--- src/rtl/core/swmm_pkg.sv ---
// Shared types and constants for the sliding window min/max block.
// Used by every module in rtl/core; depends on nothing.
package swmm_pkg;

    localparam int SAMPLE_WIDTH = 32;
    localparam int CFG_WIDTH    = 7;

    typedef struct packed {
        logic signed [SAMPLE_WIDTH-1:0] sample;
        logic                           start_of_sequence;
    } in_item_t;

    typedef struct packed {
        logic signed [SAMPLE_WIDTH-1:0] window_min;
        logic signed [SAMPLE_WIDTH-1:0] window_max;
    } out_item_t;

    // running extremes held by one cell
    typedef struct packed {
        logic signed [SAMPLE_WIDTH-1:0] lo;
        logic signed [SAMPLE_WIDTH-1:0] hi;
    } minmax_t;

endpackage

--- src/rtl/core/swmm_cell.sv ---
// One cell of the window chain: min and max over the last (position+1) samples.
// Depends on swmm_pkg.
module swmm_cell
    import swmm_pkg::*;
(
    input  logic                           clk,
    input  logic                           en,
    input  logic signed [SAMPLE_WIDTH-1:0] sample,
    input  minmax_t                        prev,
    output minmax_t                        cur
);

    minmax_t cur_reg;
    minmax_t cur_next;

    // extremes over one more sample = neighbor's old extremes folded with the new sample
    always_comb
    begin
        cur_next.lo = (sample < prev.lo) ? sample : prev.lo;
        cur_next.hi = (sample > prev.hi) ? sample : prev.hi;
    end

    always_ff @(posedge clk)
    begin
        if (en)
        begin
            cur_reg <= cur_next;
        end
    end

    assign cur = cur_reg;

endmodule

--- config.mk ---
export PLATFORM = sky130hd
export DESIGN_NAME = swmm_cell
export DESIGN_NICKNAME = d
export VERILOG_FILES = /design/src/rtl/core/swmm_pkg.sv /design/src/rtl/core/swmm_cell.sv
export SDC_FILE = /design/constraint.sdc
export NUM_CORES = 1
export LEC_CHECK = 0
export CAP_MARGIN = 20
export CORE_MARGIN = 1.5
export CORE_UTILIZATION = 50
export DETAILED_ROUTE_END_ITERATION = 6
export DONT_BUFFER_PORTS = 1
export PLACE_DENSITY = 0.68
export SYNTH_ARGS = -nofsm -noshare
export SYNTH_HDL_FRONTEND = slang
export SYNTH_SLANG_ARGS = --single-unit
export TNS_END_PERCENT = 100
--- constraint.sdc ---
create_clock -name clk -period 2.9 [get_ports clk]
set_input_delay 0.58 -clock clk [delete_from_list [all_inputs] [get_ports clk]]
set_output_delay 0.58 -clock clk [all_outputs]
set_load 0.05 [all_outputs]
==> After elaboration in Yosys (flattened, before gate mapping) <==
Index checks and enable logic that the tools add are counted.
{ "word_totals": {"reg_bits": 64, "latchBits": 0, "ramBits": 0, "romBits": 0, "in_bits": 98, "output_inout_bits": 64, "mem_count": 0} }
{ "classes": {"addsub": 0, "multipliers": 0, "div_mod_pow": 0, "order_cmp": 2, "n_eq_ne": 0, "shift": 0, "mux": 2, "bitwise_logic": 0, "reduce_logical": 0} }
{ "ops": {"columns": ["op", "n"], "rows": [
  ["$mux W32", 2],
  ["$gt A32 B32 Y1", 1],
  ["$lt A32 B32 Y1", 1]
]} }

==> Longest topological paths before layout <==
{ "logic_depth": {"word_depth": 2, "ltp_mapped": 10, "depth_no_buf": 9} }

==> Worst setup path before layout <==
Ideal clock, no wire load.
{ "synth_timing": {"path_kind": "input to register", "startpoint": "input prev[55] (netlist name)", "endpoint": "register cur_reg (netlist bit cur[33]) (data pin)", "setup_ns": 0.260, "arrival_ns": 2.813, "required_ns": 2.640, "path_slack_ns": -0.173, "stages": 10, "cell_sequence": "inv_1 ha_1 a21oi_2 o21ai_1 a22o_1 or4_4 a211o_1 mux2_4 buf_12 mux2_4"} }
{ "synth_rtl": {"columns": ["element", "line", "rtl"], "rows": [
  ["start: declaration", "swmm_cell.sv:9", "input minmax_t prev,"],
  ["end signal: assignment", "swmm_cell.sv:27", "cur_reg <= cur_next;"],
  ["end: declaration", "swmm_cell.sv:13", "minmax_t cur_reg;"]
]} }

==> flow_summary.toml <==
[worst_setup_path]
worstPathRequired_ps = 2990
timing.critical_path.mode_cell = "a211o_1"
gate_family_responsible_for_the_most_delay_along_the_worst_path = "compound AO/OA/AOI/OAI gates"
timing.critical_path.cells = "inv_1 > ha_1 > a211o_1 > a31oi_1 > o221ai_1 > a211o_1 > a211o_1 > mux2_4 > buf_12 > mux2_4"
crit_path_max_incr_delay_ps = 350
crit_path_end_kind = "flop"
cp_slowest_cell = "a211o_1"
path_max_fanout = 18
setup.worst_path.class = "in -> reg"
crit_buf_inv = 2
setup.worst_path.start_class = "input pin"
worst-endpoint-arrival_ps = 2910

[die]
pin_count = 162
placement_rows = 34
die_h_um = 97.4
chipWidth_um = 97.4
placeableCoreArea_mm2 = 0.00868
die_area_mm2 = 0.00948
floorplan.initialDensity_pct = 51.3

[placed_design]
pre_cts_slack_ps = -300
routabilityCongestion = 0.758
placement.io_buffers = 0
post-place-cells = 475
place.detailed.hpwl_mm = 7.25

[grt]
grt_pass1_wl_mm = 14.4
vias_in_the_first_global_route = 2953
grt_remaining_overflow = 0
grt_util_all_layers_pct = 19.5
grt_max_degree = 65
antenna_found_initial = 0

[clock_network]
cts.repair_timing.setup_buffer_count = 0
cts_buffer_count = 9
root_buffer = "clkbuf_8"
numClockSinks = 64
cts_hold_repair.buffers = 0
worst_setup_hold_path_clk_slew_ps = 80
cts_max_path_buffers = 2
cts-resized-gates = 0
tritoncts = "done"
htree_levels = 3

[hold_path]
worstHoldPathType = "in -> reg"

[drt]
drt_pre_antenna_iters = 4
wl_per_cell_um = 18.7
drt-total-wl_mm = 9.17
detailed_route_via_count = 2785
detail_route.iter0.violations = 41
drc_errors = 0
vias_per_cell = 5.67
drt.antenna.violating_nets = 0

[finish]
layout.cells.most_common = "edfxtp_1"
design.final.nets = 539
drive_above_1_share_pct = 31.6
final_cell_mix = "edfxtp_1 (64), inv_1 (53), ha_1 (51)"
final_cell_count_no_fill = 491
diodes = 0
syn_to_final_growth_pct = 13.1
largest_register_ff_count = 64

[power_and_ir_drop]
power.ir.vdd_worst_v = 0.000281
pwr_density_cell_mw_per_mm2 = 548
total_leakage_power_nw = 2.24

[timing]
aggregate_negative_setup_slack_ps = 0
whs_ps = 348
hold_viol_final = 0
finalSetupViolCount = 0
unrepaired_setup_endpoints_after_global_routing = "no"
max_slew.worst_pin.slew_ps = 585
slew_headroom_pct = 60.5
maxClockFrequency_mhz = 355
fin_crit_sh_pct = 97.2
slew_viol_final = 0
fin_ws_ps = 82.5
finalWorstPathRequiredPeriod_ps = 2820

[synth]
synth_warnings = 0
yosysSeqAreaShare_pct = 43.2
synth-main-ff-cell = "edfxtp_1"
postSynth.asyncResetShare_pct = 0
cell_area_after_technology_mapping_mm2 = 0.00445
synth_area_per_cell_um2 = 12.4
postSynthNetCount = 519
synthesis.instances = 358
synth_edf_count = 64
yosys_register_bits = 64
synthDistinctLibCells = 37

[status]
status = "finished, final reports clean"

[run]
max_cap_viol_count = 0
[metal layers]
metal	up-vias	wire length (um)	GRT usage [%]
li1	1361	-	-
met2	110	4630	33.9
met4	0	220	9.12
met3	17	750	6.62
met1	1297	3570	21.2
met5	-	0	0
[worst paths after layout]
kind	slack (ps)	startpoint	cells past startpoint	endpoint
max	80	prev[34]	10	cur[35]$_DFFE_PP_
min	350	en	0	cur[51]$_DFFE_PP_
[report_power, final]
group	total [mW]	switching [mW]	internal [mW]
Combinational	0.525	0.213	0.311
Sequential	1.58	0.414	1.17
Clock	0.658	0.354	0.304
[synth_stat cells, types with 2 or more instances]
master    number  share of area (%)
edfxtp_1      64                 43
ha_1          63                 18
inv_1         63                5.3
mux2_2        33                8.3
mux2_4        31                 10
a21oi_1       21                2.4
nand4_1       11                1.5
nand2_1        9               0.76
a21o_1         7                1.2
o21ai_0        6               0.67
nand3_1        4               0.45
nor2b_1        4               0.56
nor4_1         4               0.56
a211o_1        3               0.59
a31oi_1        3               0.42
buf_12         3                1.3
clkbuf_1       3               0.25
nand2b_1       3               0.42
nor2_1         3               0.25
a21oi_2        2               0.39
and3_1         2               0.28
[cell families after synthesis]
family	count (synthesis)	share of synthesized area (%)
compound gates	51	7.19
fa+ha+maj	63	17.7
buf+inv	69	6.91
flops	64	43.2
mux	65	19.0
simple gates	46	6.01
[metrics by stage]
step	util [%]	power [mW]	area, um^2
2_1_floorplan	-	2.01	4640
3_5_place_dp	56.2	2.13	4870
3_3_place_gp	56.2	2.11	4870
4_1_cts	58.1	2.80	5040
5_1_grt	58.1	2.89	5040
6_report	58.1	2.76	5040
[final cells by class]
| type | count | area, um^2 |
|---|---|---|
| Tap cell | 108 | 135 |
| Clock buffer | 10 | 128 |
| Timing Repair Buffer | 15 | 163 |
| Multi-Input combinational cell | 225 | 2390 |
| Sequential cell | 64 | 1920 |
| Fill cell | 734 | 3640 |
| Clock inverter | 6 | 36.3 |
| Inverter | 63 | 262 |
(Power assumes the default switching activity.)
